==> src/rtl/sck_sqrt_cell.sv <==
// One restoring square root step: two radicand bits in, one root bit out.
module sck_sqrt_cell #(
  parameter int unsigned RW = 32,
  parameter int unsigned SW = 1
) (
  input  logic              clk_i,
  input  logic              rst_ni,
  input  logic              en_i,
  input  logic              valid_i,
  input  logic [2*RW-1:0]   rad_i,
  input  logic [RW+1:0]     rem_i,
  input  logic [RW-1:0]     root_i,
  input  logic [SW-1:0]     side_i,
  output logic              valid_o,
  output logic [2*RW-1:0]   rad_o,
  output logic [RW+1:0]     rem_o,
  output logic [RW-1:0]     root_o,
  output logic [SW-1:0]     side_o
);

  logic [RW+3:0] rem2;
  logic [RW+3:0] trial;
  logic [RW+3:0] diff;
  logic          ge;
  logic [RW+1:0] rem_d;

  always_comb begin
    rem2  = {rem_i, rad_i[2*RW-1 -: 2]};
    trial = (RW+4)'({root_i, 2'b01});
    diff  = rem2 - trial;
    ge    = (rem2 >= trial);
    rem_d = ge ? diff[RW+1:0] : rem2[RW+1:0];
  end

  always_ff @(posedge clk_i or negedge rst_ni) begin
    if (!rst_ni) begin
      valid_o <= 1'b0;
    end else if (en_i) begin
      valid_o <= valid_i;
    end
  end

  always_ff @(posedge clk_i) begin
    if (en_i) begin
      rad_o  <= {rad_i[2*RW-3:0], 2'b00};
      rem_o  <= rem_d;
      root_o <= {root_i[RW-2:0], ge};
      side_o <= side_i;
    end
  end

endmodule

==> config.mk <==
export PLATFORM = sky130hd
export DESIGN_NAME = sck_sqrt_cell
export DESIGN_NICKNAME = d
export VERILOG_FILES = /design/src/rtl/sck_sqrt_cell.sv
export SDC_FILE = /design/constraint.sdc
export NUM_CORES = 1
export LEC_CHECK = 0
export BUFFER_PORTS_ARGS = -buffer_cell sky130_fd_sc_hd__buf_2
export CORE_MARGIN = 2
export CORE_UTILIZATION = 25
export DETAILED_ROUTE_END_ITERATION = 10
export SYNTH_ARGS = -nofsm -noshare
export SYNTH_HDL_FRONTEND = slang
export SYNTH_SLANG_ARGS = --single-unit
==> constraint.sdc <==
create_clock -name clk_i -period 0.85 [get_ports clk_i]
set_input_delay 0.17 -clock clk_i [delete_from_list [all_inputs] [get_ports clk_i]]
set_output_delay 0.17 -clock clk_i [all_outputs]
set_load 0.01 [all_outputs]
==> results by group <==
Finish
  • Final core utilization: 0.468
  • Most common cell after layout, fill and taps aside: buf_2
  • Fin nets: 1194
  • Syn-to-layout area delta: 84.3%
  • Most frequent cells in the layout: buf_2, buf_4, edfxtp_1
  • Layout cells sized above 1: 0.548

Die
  • Die W: 164 um
  • Top Ports: 267
  • Rows: 58
  • Core area: 0.0251 mm^2
  • Initial Util: 0.254
  • Die area: 0.0268 mm^2
  • Die height: 164 um

Setup path
  • Worst path top cell family by delay: compound AO/OA/AOI/OAI gates
  • R2r setup slk: -0.04 ns
  • Critical Path Fanout Max: 4
  • Worst Path Required: 1.02 ns
  • Worst R2R Start: valid_o
  • CP max stage cell: a211oi_4
  • CP Cell Sequence: buf_12 -> inv_12 -> ha_4 -> a21o_1 -> a31o_1 -> a211oi_4 -> buf_4 -> o211ai_4 -> a21bo_2 -> mux2i_1 -> o221ai_2 -> mux2_4
  • Setup CP Type: input port to register
  • WP buf/inv: 3
  • Nature of the critical path endpoint: register
  • Worst EP arrival: 2.25 ns
  • Slowest cell delay on critical path: 0.27 ns
  • Reg-to-reg endpoint: valid_o
  • Worst path depth: 12
  • Register-to-Register Path Depth: 2
  • Critical Path Source Type: input port

Clock tree
  • Num CTS Buffers: 17
  • Clock transition at path regs: 0.07 ns
  • Clk root buf: clkbuf_16
  • CTS tree: done
  • Clock tree buffer depth: 2
  • Worst-skew pair later-pin latency: 0.42 ns
  • Clk sinks: 130
  • CTS H-tree depth: 4

Synthesis
  • Synth Flop Type: edfxtp_1
  • Post-synth EDFFs: 129
  • Synth Area in Compound Gates: 0.146
  • Yosys cell types: 64
  • #FFs+latches synth: 130
  • Simple-gate share of the synthesized area: 0.0878
  • Synth Area in XOR/XNOR: 0.0371
  • Async set or reset register ratio after synthesis: 0.00769
  • Post-Synthesis Cells: 510
  • Mean Syn Cell Area: 12.5 um^2
  • Mux contribution to synthesized area: 0.0104
  • Adder-Cell Fraction of Synth Area: 0.0667
  • Yosys Warn Count: 0
  • Register area share after synthesis: 0.611
  • Synthesized area: 0.00638 mm^2
  • Largest family of logic cells by synthesized area: compound AO/OA/AOI/OAI gates

Pwr
  • Cell Pwr Density: 1790 mW/mm^2
  • P_leak: 5.14 nW
  • VDD IR max: 1020 uV
  • Final Power: 0.0210 W

STA
  • Post-route clock period utilization: 2.46
  • Worst setup margin: -1.24 ns
  • Worst Clk Skew: 0 ns
  • Post-route minimum period: 2.09 ns
  • Fmax: 0.479 GHz
  • RSZ-0062 raised after global routing: yes
  • Fin Setup TNS: -72.18 ns
  • Setup Viol. Count Final: 166
  • Slew Viols, Final: 0
  • Hold Fails Final Rpt: 0

Min path
  • Hold Crit Endpoint: rem_o[5]
  • Hold crit path type: input port to register
  • Hold Crit Depth: 3
  • Hold wc startpoint: rem_i[3]

Global route
  • Global-route wire length before repair: 30.9 mm
  • Vias in the first global route: 6052
  • GRT Resource Usage Total: 0.151
  • Congestion Overflow GR: 0
  • Largest net degree at the start of global routing: 42
  • Initial antenna violation count: 2

Run
  • MaxCap Viol Count: 0

Placement
  • Routability cong.: 0.789
  • Post-DP HPWL: 15.0 mm
  • IO Port Bufs: 264

Drt
  • Iteration count of the initial detailed-routing pass: 5
  • Antenna violation net count after detailed routing: 0
  • Initial DRC Count: 251
  • Routed via count: 5944
  • Avg Vias per Cell: 4.34
  • # DRC: 0
  • WL/cell: 15.2 um
  • Routed wire length: 20.8 mm

Status
  • Violated checks: setup timing
  • Outcome: complete, but fails checks
-- metal layers --
metal	up-vias	GRT usage	part of all wire
met1	2812	0.170	0.40
met2	183	0.278	0.52
met4	2	0.0542	0.021
met5	-	0	0.00063
li1	2919	-	-
met3	28	0.0354	0.055
-- report_power, final --
| part | internal, W | switching (W) | leakage (nW) | total (W) |
|---|---|---|---|---|
| clock network | 0.00442 | 0.00312 | 0.282 | 0.00754 |
| registers | 0.00784 | 0.000168 | 1.27 | 0.00800 |
| logic | 0.00291 | 0.00260 | 3.59 | 0.00551 |
-- worst max path at each step --
stage / start / to
2_1_floorplan: root_i[9] / rem_o[27]
3_3_place_gp: root_i[13] / rem_o[29]
3_5_place_dp: root_i[9] / rem_o[33]
4_1_cts: root_i[9] / rem_o[25]
5_1_grt: root_i[16] / rem_o[27]
6_report: root_i[9] / rem_o[27]
-- tightest hold or removal path: cells and delay by family --
family          cells  cell delay (ns)
compound gates      1             0.04
buf+inv             1             0.08
simple gates        1             0.04
-- sequential cells by signal, summed over array words and instances (netlist names) --
register / count
rad_o: 62
rem_o: 34
valid_o: 1
side_o: 1
root_o: 32
-- logic make-up after synthesis --
kind of cell,after synthesis
compound gates,133
flops,130
simple gates,120
buf+inv,59
fa+ha+maj,34
xor+xnor,27
mux,6
other cells,1
-- synthesized netlist by cell type (2+ instances only) --
master    instances  share of area
nor3_1           10         0.0078
xor2_1           13          0.018
clkbuf_1          4         0.0024
a21boi_0          2         0.0024
o31ai_1           4         0.0047
a31oi_1           4         0.0039
and3_1            2         0.0020
a21oi_1          28          0.022
and2_1            3         0.0029
o21a_1            3         0.0035
nor2_1           18          0.011
clkbuf_2          2         0.0016
o41ai_2           3         0.0076
inv_1            42          0.025
and2_2            2         0.0024
nand2b_1          5         0.0049
buf_4             2         0.0024
o21ai_0          41          0.032
and3_2            3         0.0035
edfxtp_1        129           0.61
nand4_1           6         0.0059
ha_1             34          0.067
xnor2_1          14          0.019
mux2i_1           4         0.0063
nand2_1          58          0.034
nand3_1           6         0.0047
o211ai_1          2         0.0024
a31o_1            2         0.0027
o21ai_1           4         0.0031
buf_2             6         0.0047
o31a_1            2         0.0027
o221ai_1          2         0.0027
a21o_1           19          0.022
-- layout make-up --
type / instances / area [um^2]
fill: 2338 / 13300
sequential: 130 / 3900
timing repair buffer: 510 / 3700
multi-input combinational: 323 / 2940
clock buffer: 18 / 429
tap: 330 / 413
inverter: 43 / 211
clock inverter: 14 / 164
antenna: 2 / 5.00
-- repair_timing --
item	CTS	global route
setup buffers	19	12
pin swaps	39	50
resized for setup	66	75
hold endpoints to repair	96	0
hold buffers	96	0
setup endpoints to repair	165	166
cloned	4	0
-- per-stage QoR --
stage | worst slack [ns] | area (um^2) | std cells | hold WS (ns)
6_report | -1.24 | 11800 | 1370 | 0.0262
5_1_grt | -1.32 | 11800 | 1369 | 0.0178
4_1_cts | -1.24 | 11400 | 1359 | 0.0221
3_5_place_dp | -1.84 | 9300 | 1208 | -0.0539
3_3_place_gp | -1.77 | 9300 | 1208 | -0.0531
2_1_floorplan | -1.42 | 6760 | 511 | -0.126
No activity file was read; power rests on OpenSTA's default activity.
