<file path="config.mk">
export PLATFORM = sky130hd
export DESIGN_NAME = sck_div_chain
export DESIGN_NICKNAME = d
export VERILOG_FILES = /design/src/rtl/sck_div_cell.sv /design/src/rtl/sck_div_chain.sv
export SDC_FILE = /design/constraint.sdc
export NUM_CORES = 1
export LEC_CHECK = 0
export ABC_AREA = 1
export ABC_CLOCK_PERIOD_IN_PS = 2200
export BUFFER_PORTS_ARGS = -buffer_cell sky130_fd_sc_hd__buf_2
export CAP_MARGIN = 5
export CELL_PAD_IN_SITES_DETAIL_PLACEMENT = 1
export CELL_PAD_IN_SITES_GLOBAL_PLACEMENT = 2
export CORE_MARGIN = 4
export CORE_UTILIZATION = 41
export CTS_CLUSTER_DIAMETER = 40
export DETAILED_ROUTE_END_ITERATION = 7
export PLACE_DENSITY_LB_ADDON = 0.1
export SYNTH_ARGS = -nofsm -noshare
export SYNTH_HDL_FRONTEND = slang
export SYNTH_SLANG_ARGS = --single-unit
</file>
<file path="constraint.sdc">
create_clock -name clk_i -period 2.2 [get_ports clk_i]
set_input_delay 0.11 -clock clk_i [delete_from_list [all_inputs] [get_ports clk_i]]
set_output_delay 0.11 -clock clk_i [all_outputs]
set_load 0.02 [all_outputs]
</file>
<file path="src/rtl/sck_div_cell.sv">
// One restoring division step over several lanes that share a divisor.
module sck_div_cell #(
  parameter int unsigned LANES = 1,
  parameter int unsigned NW    = 8,
  parameter int unsigned DW    = 8,
  parameter int unsigned SW    = 1
) (
  input  logic                       clk_i,
  input  logic                       rst_ni,
  input  logic                       en_i,
  input  logic                       valid_i,
  input  logic [DW-1:0]              divisor_i,
  input  logic [LANES-1:0][DW-1:0]   rem_i,
  input  logic [LANES-1:0][NW-1:0]   acc_i,
  input  logic [SW-1:0]              side_i,
  output logic                       valid_o,
  output logic [DW-1:0]              divisor_o,
  output logic [LANES-1:0][DW-1:0]   rem_o,
  output logic [LANES-1:0][NW-1:0]   acc_o,
  output logic [SW-1:0]              side_o
);

  logic [LANES-1:0][DW-1:0] rem_d;
  logic [LANES-1:0][NW-1:0] acc_d;

  always_comb begin
    logic [DW:0] rem2;
    logic [DW:0] diff;
    logic        ge;
    for (int l = 0; l < int'(LANES); l++) begin
      rem2     = {rem_i[l], acc_i[l][NW-1]};
      diff     = rem2 - {1'b0, divisor_i};
      ge       = (rem2 >= {1'b0, divisor_i});
      rem_d[l] = ge ? diff[DW-1:0] : rem2[DW-1:0];
      // shift the dividend out at the top, the quotient bit in at the bottom
      acc_d[l] = {acc_i[l][NW-2:0], ge};
    end
  end

  always_ff @(posedge clk_i or negedge rst_ni) begin
    if (!rst_ni) begin
      valid_o <= 1'b0;
    end else if (en_i) begin
      valid_o <= valid_i;
    end
  end

  always_ff @(posedge clk_i) begin
    if (en_i) begin
      divisor_o <= divisor_i;
      rem_o     <= rem_d;
      acc_o     <= acc_d;
      side_o    <= side_i;
    end
  end

endmodule

</file>
<file path="src/rtl/sck_div_chain.sv">
// Row of division cells giving one quotient bit per cell for each lane.
module sck_div_chain #(
  parameter int unsigned LANES = 1,
  parameter int unsigned NW    = 8,
  parameter int unsigned DW    = 8,
  parameter int unsigned SW    = 1
) (
  input  logic                       clk_i,
  input  logic                       rst_ni,
  input  logic                       en_i,
  input  logic                       valid_i,
  input  logic [DW-1:0]              divisor_i,
  input  logic [LANES-1:0][NW-1:0]   dividend_i,
  input  logic [SW-1:0]              side_i,
  output logic                       valid_o,
  output logic [LANES-1:0][NW-1:0]   quotient_o,
  output logic [SW-1:0]              side_o
);

  logic [NW:0]                       v_w;
  logic [NW:0][DW-1:0]               d_w;
  logic [NW:0][LANES-1:0][DW-1:0]    r_w;
  logic [NW:0][LANES-1:0][NW-1:0]    a_w;
  logic [NW:0][SW-1:0]               s_w;

  assign v_w[0] = valid_i;
  assign d_w[0] = divisor_i;
  assign r_w[0] = '0;
  assign a_w[0] = dividend_i;
  assign s_w[0] = side_i;

  for (genvar k = 0; k < NW; k++) begin : g_cell
    sck_div_cell #(
      .LANES(LANES),
      .NW   (NW),
      .DW   (DW),
      .SW   (SW)
    ) u_cell (
      .clk_i    (clk_i),
      .rst_ni   (rst_ni),
      .en_i     (en_i),
      .valid_i  (v_w[k]),
      .divisor_i(d_w[k]),
      .rem_i    (r_w[k]),
      .acc_i    (a_w[k]),
      .side_i   (s_w[k]),
      .valid_o  (v_w[k+1]),
      .divisor_o(d_w[k+1]),
      .rem_o    (r_w[k+1]),
      .acc_o    (a_w[k+1]),
      .side_o   (s_w[k+1])
    );
  end

  assign valid_o    = v_w[NW];
  assign quotient_o = a_w[NW];
  assign side_o     = s_w[NW];

endmodule

</file>
==> results.sh, run 1 <==
export IMPL_ys_seq_elements=192
export IMPL_finalCriticalPeriod_ns=2.00
export IMPL_dp_cells=1292
export IMPL_diodes=0
export IMPL_tritoncts="built"
export IMPL_fin_skew_ns=0.00886
export IMPL_grt_setup_unrepaired="false"
export IMPL_crit_arrival_ns=2.19
export IMPL_p_per_area_mw_per_mm2=1050
export IMPL_fin_cells=1343
export IMPL_drive_above_1_share_pct=9.38
export IMPL_syn_area_sq_mm=0.00972
export IMPL_max_freq_ghz=0.499
export IMPL_drc=0
export IMPL_synth_edf_count=184
export IMPL_maxCapViolations=0
export IMPL_cts_clk_slew_worst_paths_ns=0.07
export IMPL_wirelength_um=20800
export IMPL_fin_nets=1096
export IMPL_setup_viol=0
export IMPL_synthCells=950
export IMPL_grt_pass1_vias=6678
export IMPL_clkPwrFrac_pct=28.7
export IMPL_tightestPinTransition_ns=0.589
export IMPL_vias=6335
export IMPL_clockBufferDepth=2
export IMPL_crit_fanout=9
export IMPL_p_sw_share_pct=32.7
export IMPL_power_frac_comb_pct=28.2
export IMPL_ir_drop_mv=0.490
export IMPL_critPathKind="reg2reg"
export IMPL_timing_rr_start="g_cell[5].u_cell.divisor_o[2]"
export IMPL_yosysSeqAreaShare_pct=58.9
export IMPL_synthTopCellsByArea="edfxtp_1 (57%), nand2_1 (11%), ha_1 (7.5%)"
export IMPL_hold_path_class="in2async"
export IMPL_root_buffer="clkbuf_16"
export IMPL_die_h_um=162
export IMPL_switchingPower_uw=3820
export IMPL_routedWlPerCell_um=15.5
export IMPL_antenna_found_initial=0
export IMPL_synth_most_common_cell="nand2_1"
export IMPL_hold_viol=0
export IMPL_async_reset_ff_share_pct=4.17
export IMPL_crit_path_start_kind="flop"
export IMPL_crit_start="g_cell[5].u_cell.divisor_o[2]"
export IMPL_htree_num_levels=4
export IMPL_cts_buffers=17
export IMPL_ioPinCount=31
export IMPL_firstDrtPassIters=4
export IMPL_die_width_um=162
export IMPL_hpwl_um=16100
export IMPL_syn_avg_cell_area_sq_um=10.2
export IMPL_timing_final_crit_share_pct=91.1
export IMPL_pwr_share_seq_pct=43.2
export IMPL_syn_to_final_growth_pct=14.2
export IMPL_worst_ep_required_time_ns=2.39
export IMPL_ant_nets=0
export IMPL_cts_setup_buffers=0
export IMPL_fp_dieArea_sq_mm=0.0262
export IMPL_clock_latency_ns=0.43
export IMPL_clock_sinks=192
export IMPL_initial_core_util_pct=41.5
export IMPL_cp_end_kind="flop"
export IMPL_core_sq_mm=0.0234
export IMPL_ys_top_cells_by_count="nand2_1 (276), edfxtp_1 (184), inv_1 (155), nand3_1 (89), ha_1 (58)"
export IMPL_ys_warn_count=0
export IMPL_io_buffers=30
export IMPL_grt_pass1_wl_um=35300
export IMPL_status="finished, final reports clean"
export IMPL_grt_max_degree=48
export IMPL_grt_usage_pct=17.2
export IMPL_avgViaCountPerCell=4.72
export IMPL_grt_overflow_total=0
export IMPL_synth_ff_type="edfxtp_1"
export IMPL_slew_violations=0
export IMPL_yosys_area_top_type="edfxtp_1"
export IMPL_yosys_area_top_type_share_pct=56.9
export IMPL_maxSlewHeadroom_pct=60.4
export IMPL_rows=56
export IMPL_gp_congestion=0.849
export IMPL_tns_ns=0
export IMPL_leakagePower_uw=0.00509
export IMPL_drtIter0Drc=358
export IMPL_synth_nets=1035
export IMPL_ys_types=30
export IMPL_p_int_uw=7870
## registers in the layout, indices dropped and copies added, names as in the netlist
| register | flops |
|---|---|
| g_cell.u_cell.side_o | 8 |
| g_cell.u_cell.valid_o | 8 |
| g_cell.u_cell.divisor_o | 56 |
| g_cell.u_cell.acc_o | 64 |
| g_cell.u_cell.rem_o | 56 |
## layout make-up
cell class,instances,area (sq um)
Clock buffer,19,433
Inverter,157,589
Multi-Input combinational cell,585,3290
Clock inverter,13,200
Fill cell,2649,12300
Timing Repair Buffer,58,454
Tap cell,319,399
Sequential cell,192,5730
## layer usage
metal	routed length (um)	global-route usage, %
met5	0	0
met4	274	4.96
met3	355	2.77
met2	11000	30.6
met1	9250	21.8
## worst max-delay path, cell delays in order, from the launching register on
cell,delay (ns)
edfxtp_1,0.47
inv_1,0.10
ha_2,0.32
nand2_1,0.08
nand2_1,0.05
a21oi_1,0.21
nand2_1,0.15
nand2_4,0.15
nand2_4,0.10
nand2_1,0.09
nand2_1,0.05
## per-stage QoR
| stage | area, sq um | total power (uW) | hold slack, ns | util, % | setup slack, ns |
|---|---|---|---|---|---|
| after floorplan | 9720 | 7460 | -0.186 | - | 0.488 |
| after global placement | 10300 | 8390 | -0.0374 | 43.9 | 0.207 |
| after detailed placement | 10300 | 8440 | -0.0288 | 43.9 | 0.202 |
| after CTS | 11100 | 11900 | 0.0287 | 47.4 | 0.134 |
| after global routing | 11100 | 12600 | 0.0341 | 47.4 | 0.00532 |
| final | 11100 | 11700 | 0.0457 | 47.4 | 0.196 |
## cells by family after synthesis
group / after synthesis / share of synthesized area, %
adder cells (fa/ha/maj): 64 / 8.70
AND/OR/NAND/NOR: 459 / 21.1
buffers and inverters: 173 / 7.25
flip-flops: 192 / 58.9
AO/OA/AOI/OAI: 41 / 2.19
XOR/XNOR: 21 / 1.89
## power by group through the flow
stage          combinational (uW)  clock (uW)  sequential, uW
3_5_place_dp                 3290           0            5150
4_1_cts                      3340        3450            5070
5_1_grt                      3830        3640            5110
2_1_floorplan                2500           0            4960
6_report                     3290        3350            5040
3_3_place_gp                 3250           0            5140
## cells in the final DEF, fill, tap and decap left out, types with 3 or more instances in the layout
master,synthesis,routed
xnor2_1,8,8
bufinv_16,0,4
fa_1,6,6
nand2_4,11,11
nor2_4,5,5
nand3_1,89,89
nand4_1,14,14
ha_1,58,56
o21ai_0,6,6
a21oi_1,33,33
buf_4,12,6
buf_12,0,3
nand2_2,3,3
nor2_1,46,46
dlygate4sd3_1,0,19
dfrtp_1,8,8
xor2_1,13,13
inv_1,155,155
buf_2,2,29
edfxtp_1,184,184
inv_6,0,5
nor3_1,8,8
nand2_1,276,276
clkbuf_16,0,17
## final timing paths
| check | end | slack, ns | depth (start not counted) |
|---|---|---|---|
| max in group asynchronous | g_cell[3].u_cell.valid_o | 1.98 | 2 |
| max reg2reg | g_cell[6].u_cell.rem_o[6] | 0.20 | 10 |
| max | g_cell[6].u_cell.rem_o[6] | 0.20 | 10 |
| min | g_cell[0].u_cell.valid_o | 0.05 | 2 |
| min in group clk_i | g_cell[0].u_cell.valid_o | 0.14 | 3 |
| min reg2reg | g_cell[5].u_cell.acc_o[7] | 0.42 | 0 |
## what timing repair did
action | CTS | global route
setup endpoints to repair | 0 | 5
gates resized for setup | 0 | 2
hold buffers | 19 | 0
endpoints found under the hold margin | 26 | 0
Note: power is estimated with default switching activity, not from simulation.
==> inputs of run 2 (changes only) <==
- CORE_UTILIZATION: 41 -> 42
- PLACE_DENSITY: not set -> 0.78
- PLACE_DENSITY_LB_ADDON: 0.1 -> not set
- SYNTH_HIERARCHICAL: not set -> 1
==> run 2 against run 1 <==
Against the previous run: via count is 5.2% higher; clock-buffer cell count is 2 lower; sequential power is 4% higher; sequential share of layout area is 3.4 points lower; register-to-register slack better by 0.02 ns; core utilization is 1.6 points higher; worst setup slack better by 0.019 ns; critical path depth is 1 lower; maximum frequency is 0.96% higher; total power is 12% higher; critical path type unchanged; critical endpoint is now g_cell[3].u_cell/rem_o[3].
==> results.sh, run 2 <==
export IMPL_ioPinCount=31
export IMPL_setup_viol=0
export IMPL_syn_area_sq_mm=0.0103
export IMPL_p_per_area_mw_per_mm2=1100
export IMPL_fin_cells=1429
export IMPL_max_freq_ghz=0.504
export IMPL_grt_pass1_wl_um=36100
export IMPL_critPathKind="reg2reg"
export IMPL_switchingPower_uw=4860
export IMPL_crit_fanout=9
export IMPL_drc=0
export IMPL_p_sw_share_pct=37.1
export IMPL_tritoncts="built"
export IMPL_die_width_um=165
export IMPL_tns_ns=0
export IMPL_cts_setup_buffers=0
export IMPL_cts_clk_slew_worst_paths_ns=0.09
export IMPL_leakagePower_uw=0.00552
export IMPL_pwr_share_seq_pct=39.9
export IMPL_io_buffers=30
export IMPL_placed_cell_area_sq_mm=0.0111
export IMPL_worst_ep_required_time_ns=2.38
export IMPL_vias=6662
export IMPL_largest_reg_flops=64
export IMPL_crit_arrival_ns=2.16
export IMPL_rows=57
export IMPL_gp_congestion=0.813
export IMPL_diodes=0
export IMPL_hold_viol=0
export IMPL_cp_end_kind="flop"
export IMPL_n_fill_cell=2721
export IMPL_timing_rr_start="g_cell[2].u_cell/divisor_o[2]"
export IMPL_hpwl_um=16500
export IMPL_maxCapViolations=0
export IMPL_initial_core_util_pct=42.7
export IMPL_routedWlPerCell_um=14.9
export IMPL_ant_nets=0
export IMPL_syn_avg_cell_area_sq_um=10.4
export IMPL_clkPwrFrac_pct=24.7
export IMPL_rr_endpoint="g_cell[3].u_cell/rem_o[3]"
export IMPL_clockBufferDepth=2
export IMPL_reg2reg_depth=9
export IMPL_final_common_cell="nand2_1"
export IMPL_largest_registers="g_cell.u_cell/acc_o x64, g_cell.u_cell/divisor_o x56, g_cell.u_cell/rem_o x56"
export IMPL_multi_input_area_sq_mm=0.00400
export IMPL_fp_dieArea_sq_mm=0.0272
export IMPL_grt_pass1_vias=7269
export IMPL_grt_overflow_total=0
export IMPL_root_buffer="clkbuf_16"
export IMPL_fin_skew_ns=0.0167
export IMPL_regArea_sq_mm=0.00573
export IMPL_drtIter0Drc=251
export IMPL_regMostFlops="g_cell.u_cell/acc_o"
export IMPL_p_int_uw=8230
export IMPL_status="finished, final reports clean"
export IMPL_whs_ns=0.0290
export IMPL_fin_area_sq_mm=0.0119
export IMPL_htree_num_levels=4
export IMPL_dp_cells=1378
export IMPL_crit_path_start_kind="flop"
export IMPL_ys_warn_count=6
export IMPL_reg2reg_setup_slack_ns=0.22
export IMPL_clock_latency_ns=0.44
export IMPL_clock_sinks=192
export IMPL_power_frac_comb_pct=35.4
export IMPL_firstDrtPassIters=4
export IMPL_cts_resized=0
export IMPL_hold_path_class="in2async"
export IMPL_fin_nets=1184
export IMPL_slew_violations=0
export IMPL_core_sq_mm=0.0242
export IMPL_finalCriticalPeriod_ns=1.98
export IMPL_grt_usage_pct=17.0
export IMPL_most_common_layout_cells="nand2_1 (255), edfxtp_1 (184), inv_1 (176)"
export IMPL_timing_final_crit_share_pct=90.2
export IMPL_grt_max_degree=69
export IMPL_die_h_um=165
export IMPL_antenna_found_initial=0
export IMPL_holdBufCountCts=19
export IMPL_grt_setup_unrepaired="false"
export IMPL_synthCells=998
export IMPL_syn_to_final_growth_pct=14.8
export IMPL_avgViaCountPerCell=4.66
export IMPL_ir_drop_mv=0.577
export IMPL_wirelength_um=21300
export IMPL_drive_above_1_share_pct=17.0
export IMPL_cts_buffers=17
run 2: cell count changes in the layout (fill, tap and decap cells not counted), sizes merged, moves of 15 or more:
cell	previous run	this run
nand2	291	324
inv	161	188
nand3	90	113
conb	0	17
a21oi	35	20
run 2: power by group through the flow:
| stage | Combinational [uW] | Sequential, uW | Clock (uW) |
|---|---|---|---|
| global placement | 4570 | 5300 | 0 |
| detailed placement | 4660 | 5320 | 0 |
| global route | 5320 | 5310 | 3500 |
| floorplan | 3540 | 5200 | 0 |
| finish | 4630 | 5230 | 3230 |
| CTS | 4730 | 5240 | 3370 |
run 2: worst max path at each step:
stage,start,to,slack [ns]
after floorplan,g_cell[0].u_cell/rem_o[1],g_cell[1].u_cell/rem_o[7],0.54
after global placement,g_cell[2].u_cell/divisor_o[6],g_cell[3].u_cell/rem_o[3],0.21
after detailed placement,g_cell[2].u_cell/divisor_o[2],g_cell[3].u_cell/rem_o[3],0.20
after CTS,g_cell[2].u_cell/divisor_o[2],g_cell[3].u_cell/rem_o[3],0.19
after global routing,g_cell[0].u_cell/divisor_o[6],g_cell[1].u_cell/rem_o[0],0.07
final,g_cell[2].u_cell/divisor_o[2],g_cell[3].u_cell/rem_o[3],0.22
run 2: cell type report:
| class | instances | area share (%) |
|---|---|---|
| well taps | 324 | 3.41 |
| repair buffers | 59 | 3.68 |
| clock buffers | 17 | 3.58 |
| inverters | 181 | 5.72 |
| flip-flops and latches | 192 | 48.2 |
| clock inverters | 15 | 1.70 |
| multi-input cells | 641 | 33.7 |
run 2: metrics by stage:
stage          util [%]  setup WS [ns]  power (uW)
2_1_floorplan         -          0.539        8740
3_3_place_gp       45.6          0.212        9870
3_5_place_dp       45.6          0.202        9990
4_1_cts            49.0          0.187       13300
5_1_grt            49.0         0.0677       14100
6_report           49.0          0.215       13100
run 2: layer usage:
| metal | wire length, um | global-route usage [%] |
|---|---|---|
| met3 | 345 | 2.97 |
| met2 | 11400 | 31.4 |
| met5 | 0 | 0 |
| met4 | 320 | 4.54 |
| met1 | 9300 | 20.5 |
run 2: worst max-delay path: stages, from the launching register on:
cell and delay (ns):
edfxtp_1 0.45, inv_1 0.07, ha_1 0.36, or2_4 0.28
nand3_2 0.12, nand2_4 0.06, nand2_4 0.13, nand2_8 0.09
nand2_1 0.08, nand2_1 0.08
